### src/sv/bscl_pkg.sv
// ----------------------------------------------------------------------------
// bscl_pkg
// Shared types and constants for the button short-press / chord classifier.
// ----------------------------------------------------------------------------
package bscl_pkg;

  // Default width of the wrapping millisecond time
  localparam int unsigned TIME_BITS_DEFAULT = 32;

  // Widths of the port fields
  localparam int unsigned NOW_BITS       = 32;
  localparam int unsigned THR_BITS       = 16;
  localparam int unsigned BTN_COUNT      = 4;
  localparam int unsigned CFG_INDEX_BITS = 8;
  localparam int unsigned S_TDATA_BITS   = 40;
  localparam int unsigned M_TDATA_BITS   = 8;

  // Button bit positions in the level vectors
  localparam int unsigned BTN_UP    = 0;
  localparam int unsigned BTN_DOWN  = 1;
  localparam int unsigned BTN_LEFT  = 2;
  localparam int unsigned BTN_RIGHT = 3;

  // Register reset values
  localparam logic [THR_BITS-1:0] MIN_PRESS_RESET  = 16'd50;
  localparam logic [THR_BITS-1:0] LONG_PRESS_RESET = 16'd1000;

  // Configuration register indexes
  localparam logic [CFG_INDEX_BITS-1:0] REG_MIN_PRESS  = 8'd0;
  localparam logic [CFG_INDEX_BITS-1:0] REG_LONG_PRESS = 8'd1;

  // Threshold settings seen by the classifier core
  typedef struct packed {
    logic [THR_BITS-1:0] min_press_ms;
    logic [THR_BITS-1:0] long_press_ms;
  } cfg_t;

  // Event flags of one result word
  typedef struct packed {
    logic combo_long;
    logic right;
    logic left;
    logic down;
    logic up;
  } evt_t;

endpackage

### src/sv/button_short_and_combo_long_press.sv
// ----------------------------------------------------------------------------
// button_short_and_combo_long_press
// Four-button poll classifier: short presses and a left+right long chord.
// ----------------------------------------------------------------------------
// Each input word is one poll: four button levels and a wrapping millisecond
// time. Each poll yields exactly one result word of event flags. A button's
// event fires when it is released after at least min_press_ms of hold; holding
// left and right together cancels and blocks individual presses, and the
// chord event fires once after long_press_ms. Rate: one word per clock unless
// m_tready stalls; a poll passes the input register, then the classification
// logic into the result register. The user must write registers through the
// cfg channel only while no poll is in flight; the block does not enforce it.
module button_short_and_combo_long_press
  import bscl_pkg::*;
#(
  parameter int unsigned TIME_BITS = TIME_BITS_DEFAULT
) (
  input  logic                      clk,
  input  logic                      rst,
  // Poll words
  input  logic                      s_tvalid,
  output logic                      s_tready,
  // [0] level_up, [1] level_down, [2] level_left, [3] level_right,
  // [35:4] now_ms, [39:36] zero
  input  logic [S_TDATA_BITS-1:0]   s_tdata,
  // Result words
  output logic                      m_tvalid,
  input  logic                      m_tready,
  // [0] event_up, [1] event_down, [2] event_left, [3] event_right,
  // [4] event_combo_long, [7:5] zero
  output logic [M_TDATA_BITS-1:0]   m_tdata,
  // Register writes
  input  logic                      cfg_valid,
  output logic                      cfg_ready,
  input  logic [CFG_INDEX_BITS-1:0] cfg_index,
  input  logic [THR_BITS-1:0]       cfg_data
);

  logic                 in_valid;
  logic [BTN_COUNT-1:0] in_levels;
  logic [NOW_BITS-1:0]  in_now;
  logic                 advance, step;
  cfg_t                 cfg;
  evt_t                 events, out_evt;

  // Pipeline moves when the result register is free or being drained
  assign advance  = !m_tvalid || m_tready;
  assign s_tready = !in_valid || advance;
  assign step     = in_valid && advance;

  // Configuration registers
  assign cfg_ready = 1'b1;
  always_ff @(posedge clk) begin
    if (rst) begin
      cfg.min_press_ms  <= MIN_PRESS_RESET;
      cfg.long_press_ms <= LONG_PRESS_RESET;
    end else if (cfg_valid && cfg_ready) begin
      case (cfg_index)
        REG_MIN_PRESS:  cfg.min_press_ms  <= cfg_data;
        REG_LONG_PRESS: cfg.long_press_ms <= cfg_data;
        default: ;
      endcase
    end
  end

  // Input register
  always_ff @(posedge clk) begin
    if (rst) begin
      in_valid <= 1'b0;
    end else if (s_tready) begin
      in_valid <= s_tvalid;
    end
  end

  always_ff @(posedge clk) begin
    if (s_tvalid && s_tready) begin
      in_levels <= s_tdata[BTN_COUNT-1:0];
      in_now    <= s_tdata[BTN_COUNT +: NOW_BITS];
    end
  end

  // Classifier
  bscl_core #(
    .TIME_BITS (TIME_BITS)
  ) u_core (
    .clk    (clk),
    .rst    (rst),
    .step   (step),
    .levels (in_levels),
    .now_ms (in_now),
    .cfg    (cfg),
    .events (events)
  );

  // Result register
  always_ff @(posedge clk) begin
    if (rst) begin
      m_tvalid <= 1'b0;
    end else if (advance) begin
      m_tvalid <= in_valid;
    end
  end

  always_ff @(posedge clk) begin
    if (step) begin
      out_evt <= events;
    end
  end

  assign m_tdata = M_TDATA_BITS'({out_evt.combo_long, out_evt.right, out_evt.left,
                                  out_evt.down, out_evt.up});

endmodule

### src/sv/bscl_core.sv
// ----------------------------------------------------------------------------
// bscl_core
// Press/chord state and the single-pass classification of one poll word.
// ----------------------------------------------------------------------------
module bscl_core
  import bscl_pkg::*;
#(
  parameter int unsigned TIME_BITS = TIME_BITS_DEFAULT
) (
  input  logic                 clk,
  input  logic                 rst,
  input  logic                 step,
  input  logic [BTN_COUNT-1:0] levels,
  input  logic [NOW_BITS-1:0]  now_ms,
  input  cfg_t                 cfg,
  output evt_t                 events
);

  localparam logic [BTN_COUNT-1:0] PAIR = BTN_COUNT'((1 << BTN_LEFT) | (1 << BTN_RIGHT));

  // State
  logic [BTN_COUNT-1:0] prev_levels, prev_levels_next;
  logic [BTN_COUNT-1:0] press_active, press_active_next;
  logic [TIME_BITS-1:0] press_start [BTN_COUNT];
  logic [TIME_BITS-1:0] press_start_next [BTN_COUNT];
  logic                 combo_active, combo_active_next;
  logic [TIME_BITS-1:0] combo_start, combo_start_next;
  logic                 combo_fired, combo_fired_next;

  // Intermediate values of one poll
  logic [TIME_BITS-1:0] now_t;
  logic [TIME_BITS-1:0] min_t, long_t;
  logic [TIME_BITS-1:0] combo_el;
  logic [TIME_BITS-1:0] btn_el [BTN_COUNT];
  logic                 pair_down, chord_start, chord_end, chord_fire;
  logic                 ca1, cf1;
  logic [BTN_COUNT-1:0] pa1, pa2, pa3;
  logic [BTN_COUNT-1:0] rel_evt;

  assign now_t  = TIME_BITS'(now_ms);
  assign min_t  = TIME_BITS'(cfg.min_press_ms);
  assign long_t = TIME_BITS'(cfg.long_press_ms);

  // Chord start and fire
  always_comb begin
    pair_down   = (levels & PAIR) == PAIR;
    chord_start = pair_down && !combo_active;
    ca1         = combo_active || chord_start;
    cf1         = chord_start ? 1'b0 : combo_fired;
    combo_start_next = chord_start ? now_t : combo_start;
    pa1         = chord_start ? (press_active & ~PAIR) : press_active;
    combo_el    = now_t - combo_start_next;
    chord_fire  = ca1 && !cf1 && (combo_el >= long_t);
    chord_end   = ca1 && !pair_down;
  end

  // Press starts, chord end, releases
  always_comb begin
    pa2 = pa1;
    for (int i = 0; i < BTN_COUNT; i++) begin
      press_start_next[i] = press_start[i];
      if (!ca1 && levels[i] && !prev_levels[i] && !pa1[i]) begin
        pa2[i]              = 1'b1;
        press_start_next[i] = now_t;
      end
    end
    pa3 = chord_end ? (pa2 & ~PAIR) : pa2;
    for (int i = 0; i < BTN_COUNT; i++) begin
      btn_el[i]  = now_t - press_start_next[i];
      rel_evt[i] = pa3[i] && !levels[i] && (btn_el[i] >= min_t);
    end
    press_active_next = pa3 & levels;
    combo_active_next = ca1 && pair_down;
    combo_fired_next  = chord_end ? 1'b0 : (cf1 || chord_fire);
    prev_levels_next  = levels;
  end

  assign events.up         = rel_evt[BTN_UP];
  assign events.down       = rel_evt[BTN_DOWN];
  assign events.left       = rel_evt[BTN_LEFT];
  assign events.right      = rel_evt[BTN_RIGHT];
  assign events.combo_long = chord_fire;

  // Control state
  always_ff @(posedge clk) begin
    if (rst) begin
      prev_levels  <= '0;
      press_active <= '0;
      combo_active <= 1'b0;
      combo_fired  <= 1'b0;
      combo_start  <= '0;
      for (int i = 0; i < BTN_COUNT; i++) begin
        press_start[i] <= '0;
      end
    end else if (step) begin
      prev_levels  <= prev_levels_next;
      press_active <= press_active_next;
      combo_active <= combo_active_next;
      combo_fired  <= combo_fired_next;
      combo_start  <= combo_start_next;
      for (int i = 0; i < BTN_COUNT; i++) begin
        press_start[i] <= press_start_next[i];
      end
    end
  end

  // Checks
  a_fired_needs_chord: assert property (@(posedge clk) disable iff (rst)
    !combo_active |-> !combo_fired)
    else $error("chord marked fired while no chord is active");

  a_chord_levels: assert property (@(posedge clk) disable iff (rst)
    combo_active |-> (prev_levels[BTN_LEFT] && prev_levels[BTN_RIGHT]))
    else $error("chord active without left and right down");

  a_chord_cancels: assert property (@(posedge clk) disable iff (rst)
    combo_active |-> (!press_active[BTN_LEFT] && !press_active[BTN_RIGHT]))
    else $error("left or right press pending during a chord");

  a_fire_once: assert property (@(posedge clk) disable iff (rst)
    (step && events.combo_long && pair_down) |=> combo_fired)
    else $error("chord event not recorded as fired");

  a_release_level: assert property (@(posedge clk) disable iff (rst)
    (step && events.left) |-> !levels[BTN_LEFT])
    else $error("left event while left still down");

endmodule

### config.mk
export PLATFORM = sky130hd
export DESIGN_NAME = button_short_and_combo_long_press
export DESIGN_NICKNAME = d
export VERILOG_FILES = /design/src/sv/bscl_pkg.sv /design/src/sv/button_short_and_combo_long_press.sv /design/src/sv/bscl_core.sv
export SDC_FILE = /design/constraint.sdc
export NUM_CORES = 1
export LEC_CHECK = 0
export BUFFER_PORTS_ARGS = -buffer_cell sky130_fd_sc_hd__buf_2
export CORE_UTILIZATION = 45
export DETAILED_ROUTE_END_ITERATION = 8
export PLACE_DENSITY = 0.67
export SKIP_CTS_REPAIR_TIMING = 1
export SLEW_MARGIN = 20
export SYNTH_ARGS = -nofsm -noshare
export SYNTH_HDL_FRONTEND = slang
export SYNTH_SLANG_ARGS = --single-unit
### constraint.sdc
create_clock -name clk -period 16.4 [get_ports clk]
set_input_delay 1.64 -clock clk [delete_from_list [all_inputs] [get_ports clk]]
set_output_delay 1.64 -clock clk [all_outputs]
set_load 0.01 [all_outputs]
== Word level (Yosys, flattened, before mapping) ==
Memory sizes are Yosys's and may differ from the RTL's.
Index checks and enable logic that the tools add are counted.
Storage, ports and cells
  memories kept: 1
  bits in latches: 0
  bits in read-only memories: 0
  input bits: 69
  RAM bits: 128
  register bits after elaboration: 117
Cells by class
  shift operators: 0
  $add $sub $neg: 5
  $lt $le $gt $ge: 5
  reductions and logical operators: 52
  bitwise operators: 5
  divide/modulo/power cells: 0
  multiply operators: 0
  eq/ne operators: 2
  multiplexer cells: 22
Memory list
  u_core.press_start: words 4, bits a word 32, rd ports 4, clocked after Yosys merged registers in 0, wr ports 4, line bscl_core.sv:24  | logic [TIME_BITS-1:0] press_start [BTN_COUNT];
Operator list (number)
  32-bit two-way mux: 9
  32-bit by 16-bit >= comparator with 1-bit output: 5
  32-bit subtractor: 5
  1-bit logical AND: 27
  1-bit zero test: 18
  1-bit two-way mux: 11
  8-bit by 1-bit equality test with 1-bit output (second input constant): 1
  8-bit zero test: 1
  4-bit two-way mux: 2
  4-bit AND: 1
  1-bit logical OR: 4
  1-bit OR: 4
  2-bit AND reduction: 2
  2-bit equality test (second input constant): 1

== Depth between registers and ports, before layout ==
  depth in word-level cells: 11
  depth in mapped cells: 29
  mapped depth without buffers: 27

== Modules after synthesis ==
A second synthesis with hierarchy kept.
Second synthesis, totals
  cells, all modules: 2509
  area, all modules: 21657.0 µm²
Modules (own cells, without submodules)
  bscl_core: area an instance 18924.4 µm², cells an instance 2315, sequential area each 4684.5 µm², times used 1
  button_short_and_combo_long_press: area an instance 2732.6 µm², cells an instance 194, sequential area each 1911.8 µm², times used 1

== Least setup slack after synthesis ==
OpenSTA, ideal clock, no wires.
  kind: register to register
  start: register in_levels[2]
  end: register out_evt, in the netlist m_tdata[2] (data pin)
  path slack: 10.829 ns
  stages on the path, launching flop included: 26
  buffers on the path: 3
  arrival: 5.308 ns
  required time: 16.137 ns
  period minus slack after synthesis: 5.571 ns
  cell sequence: edfxtp_1 buf_2 nor2b_1 nand2_1 buf_1 buf_1 mux2i_1 ha_1 a21o_1 a31o_2 o22ai_1 o31ai_1 a21boi_2 o21bai_1 a21oi_1 xnor2_1 ha_1 a21oi_1 nand2_1 or4_1 nor4_1 o2111ai_1 nor4_1 o2111ai_1 nor4_1 a21oi_1
RTL lines
  from (decl): line button_short_and_combo_long_press.sv:40  | logic [BTN_COUNT-1:0] in_levels;
  from (signal assigned): line button_short_and_combo_long_press.sv:77  | in_levels <= s_tdata[BTN_COUNT-1:0];
  to (signal assigned): line button_short_and_combo_long_press.sv:106  | out_evt <= events;
  to (decl): line button_short_and_combo_long_press.sv:44  | evt_t events, out_evt;

==> results_dict.tcl <==
set metrics [dict create \
    crit_chain "a21oi_1 > nand2_1 > buf_4 > mux2i_1 > ha_1 > a21oi_1 > o21ai_0 > o211ai_1 > o21ai_0 > a31oi_1 > nor2_1 > o21ai_0 > a21boi_0 > ha_1 > a221oi_1 > o2111ai_1 > a21oi_1 > o2111ai_1 > a311oi_1 > o2111ai_1 > a311oi_1 > o211ai_1 > nor3_1 > a31oi_1" \
    fp.dieH_um 221 \
    fmax_mhz 145 \
    crit_required_ps 16690 \
    ir_drop_v 0.0000808 \
    die_w_um 221 \
    hold_class "flip-flop to flip-flop" \
    grt_start_max_net_pins 77 \
    fin_setup_tns_ps 0 \
    seqPwrFrac_pct 32.9 \
    postRouteAntennaNets 0 \
    drt_first_pass_iters 7 \
    dp_slack_ps 9610 \
    path_max_fanout 18 \
    wire_per_inst_um 19.5 \
    crit_end "m_tdata[0]" \
    worst-path-buf-inv 1 \
    drc 0 \
    synth_edf_count 169 \
    setup_viol_count_final 0 \
    clk_pin_slew_ps 60 \
    drt_iter0_drc 1244 \
    core_area_um2 47000 \
    grt_pass1_wl_um 98100 \
    gp_congestion 0.933 \
    comb_power_share_pct 36.8 \
    cts_sinks 245 \
    num_rows 79 \
    reg2reg_slack_ps 9500 \
    tightestPinTransition_ps 1070 \
    dieArea_um2 48800 \
    drt-total-wl_um 60900 \
    io_buffer_count 71 \
    yosysWarnings 0 \
    grt_antenna_before_repair 0 \
    clk_path_buf_depth 3 \
    p_sw_share_pct 36.2 \
    max_cap_violations 0 \
    outcome "completed" \
    ys_ff_latch 245 \
    path_class "flip-flop to flip-flop" \
    async_flop_share_pct 0 \
    whs_ps 469 \
    n_fill_cell 4409 \
    cts_tree "yes" \
    internal_power_mw 1.42 \
    ios 80 \
    place_area_um2 22400 \
    cts_buffers 30 \
    maxSlewViolCount 0 \
    r2r-start "in_levels[3]" \
    ys_seq_area_share_pct 30.6 \
    dp_cells 3073 \
    syn_to_final_growth_pct 8.23 \
    r2r_cells 24 \
    drive_gt1_share_pct 7.77 \
    multi_input_area_um2 14200 \
    finalCriticalPeriod_ps 6900 \
    synth_area_per_cell_um2 8.66 \
    power_density_nw_per_um2 95.2 \
    setup_slack_ps 9500 \
    insertion_delay_ps 590 \
    h-tree-depth 1 \
    final_common_cell "nor2_1" \
    p_switching_mw 0.805 \
    p_total_mw 2.23 \
    cp-start-kind "flip-flop" \
    syn_area_um2 21600 \
    r2r-end "m_tdata[0]" \
    finalNonFillerCells 3128 \
    startpoint "in_levels[3]" \
    post-dp-hpwl_um 44900 \
    cp.arrival_ps 7180 \
    layout_common_cells "289 x nor2_1, 221 x ha_1, 220 x a21oi_1, 208 x nand2_1, 169 x edfxtp_1" \
    worstSetupPathDepth 24 \
    maxSlewHeadroom_pct 27.9 \
    rsz0062_at_grt "false" \
    final_core_util_pct 49.8 \
    fin_crit_sh_pct 42.0 \
    gr-total-overflow 0 \
    antenna_cells 0 \
    layout.area.seq_um2 6600 \
    endpoint_kind "flip-flop" \
    via_count 18863 \
    cellLeakagePower_nw 9.81 \
    vias_per_cell 6.03 \
    final_area_um2 23400 \
    grt_usage_pct 24.5 \
    start_util_pct 46.0 \
    slowest_delay_ps 620 \
    netlist_instances 2494 \
    clkPwrFrac_pct 30.3 \
    grt_pass1_vias 18562 \
    finalClockSkew_ps 12.7 \
    synth.distinct_cells 100 \
    synthFlopType "edfxtp_1" \
    cp_top_family "compound AO/OA/AOI/OAI gates" \
    layout.nets 2793 \
    cts_root_buf "clkbuf_16" \
    crit_slowest_cell "edfxtp_1" \
    hold_viol 0 \
]
==> worst min-delay path, delay by kind of cell (launching register included) <==
family	cells	cell delay, ps
flops	1	310
simple gates	1	50
compound gates	1	60
==> power by group through the flow <==
stage          registers (mW)  logic (mW)  clock network, mW
4_1_cts                 0.732       0.810              0.685
3_5_place_dp            0.745       0.804                  0
2_1_floorplan           0.730       0.627                  0
6_report                0.732       0.819              0.674
3_3_place_gp            0.743       0.788                  0
5_1_grt                 0.736       0.915              0.710
==> registers in the layout (all words and copies together), names as in the netlist <==
| register | count |
|---|---|
| in_levels | 4 |
| in_now | 32 |
| in_valid | 1 |
| u_core.combo_fired | 1 |
| u_core.combo_active | 1 |
| u_core.press_start | 128 |
| cfg | 32 |
| m_tvalid | 1 |
| u_core.prev_levels | 4 |
| u_core.press_active | 4 |
| u_core.combo_start | 32 |
| m_tdata | 5 |
==> logic make-up after synthesis <==
| logic type | share of synthesized area (%) |
|---|---|
| XOR/XNOR | 4.79 |
| buffers and inverters | 3.79 |
| flip-flops | 30.6 |
| adder cells (fa/ha/maj) | 13.5 |
| multiplexers | 7.73 |
| AO/OA/AOI/OAI | 21.5 |
| other | 0.0348 |
| AND/OR/NAND/NOR | 18.2 |
==> Yosys cell counts (9+ instances only) <==
| library cell | instances | area [µm²] |
|---|---|---|
| a2111oi_0 | 10 | 87.6 |
| a211oi_1 | 50 | 375 |
| a21boi_0 | 11 | 82.6 |
| a21o_1 | 83 | 623 |
| a21oi_1 | 220 | 1100 |
| a31oi_1 | 31 | 194 |
| and2_1 | 24 | 150 |
| and3_1 | 17 | 106 |
| and4_1 | 10 | 87.6 |
| buf_1 | 17 | 63.8 |
| buf_2 | 14 | 70.1 |
| clkbuf_1 | 79 | 297 |
| dfxtp_1 | 76 | 1520 |
| edfxtp_1 | 169 | 5070 |
| ha_1 | 221 | 2770 |
| inv_1 | 83 | 312 |
| mux2i_1 | 160 | 1600 |
| nand2_1 | 210 | 788 |
| nand2b_1 | 46 | 288 |
| nand3_1 | 53 | 265 |
| nand4_1 | 31 | 194 |
| nor2_1 | 291 | 1090 |
| nor2b_1 | 37 | 231 |
| nor3_1 | 22 | 110 |
| nor4_1 | 15 | 93.8 |
| o2111ai_1 | 21 | 184 |
| o211ai_1 | 13 | 97.6 |
| o21a_1 | 17 | 128 |
| o21ai_0 | 107 | 536 |
| o21bai_1 | 22 | 165 |
| o22ai_1 | 19 | 119 |
| o31ai_1 | 11 | 82.6 |
| or2_2 | 9 | 56.3 |
| or3_1 | 13 | 81.3 |
| xnor2_1 | 76 | 666 |
| xor2_1 | 42 | 368 |
==> per-layer routing <==
metal | GRT usage [%] | routed length (µm) | vias to the layer above | share of wire (%)
met2 | 43.5 | 29600 | 452 | 49
li1 | - | - | 9251 | -
met5 | 0 | 0 | - | 0
met4 | 6.99 | 1490 | 0 | 2.4
met3 | 2.34 | 2640 | 96 | 4.3
met1 | 31.5 | 27200 | 9064 | 45
==> area by class of cell <==
type                            count  area share (%)
Sequential cell                   245            28.2
Tap cell                          607            3.25
Inverter                           84            1.36
Timing Repair Buffer               89            2.10
Clock buffer                       37            3.55
Multi-Input combinational cell   2048            60.8
Clock inverter                     18           0.696
==> worst min-delay path by stage <==
stage | slack (ps) | cells past startpoint | startpoint | to
floorplan | 440 | 2 | u_core.combo_start[0] | u_core.combo_start[0]
global placement | 440 | 2 | u_core.combo_start[0] | u_core.combo_start[0]
detailed placement | 460 | 2 | u_core.combo_start[0] | u_core.combo_start[0]
CTS | 470 | 2 | u_core.combo_start[0] | u_core.combo_start[0]
global route | 500 | 2 | u_core.combo_start[0] | u_core.combo_start[0]
finish | 470 | 2 | u_core.combo_start[0] | u_core.combo_start[0]
Note: power is estimated with default switching activity, not from simulation.
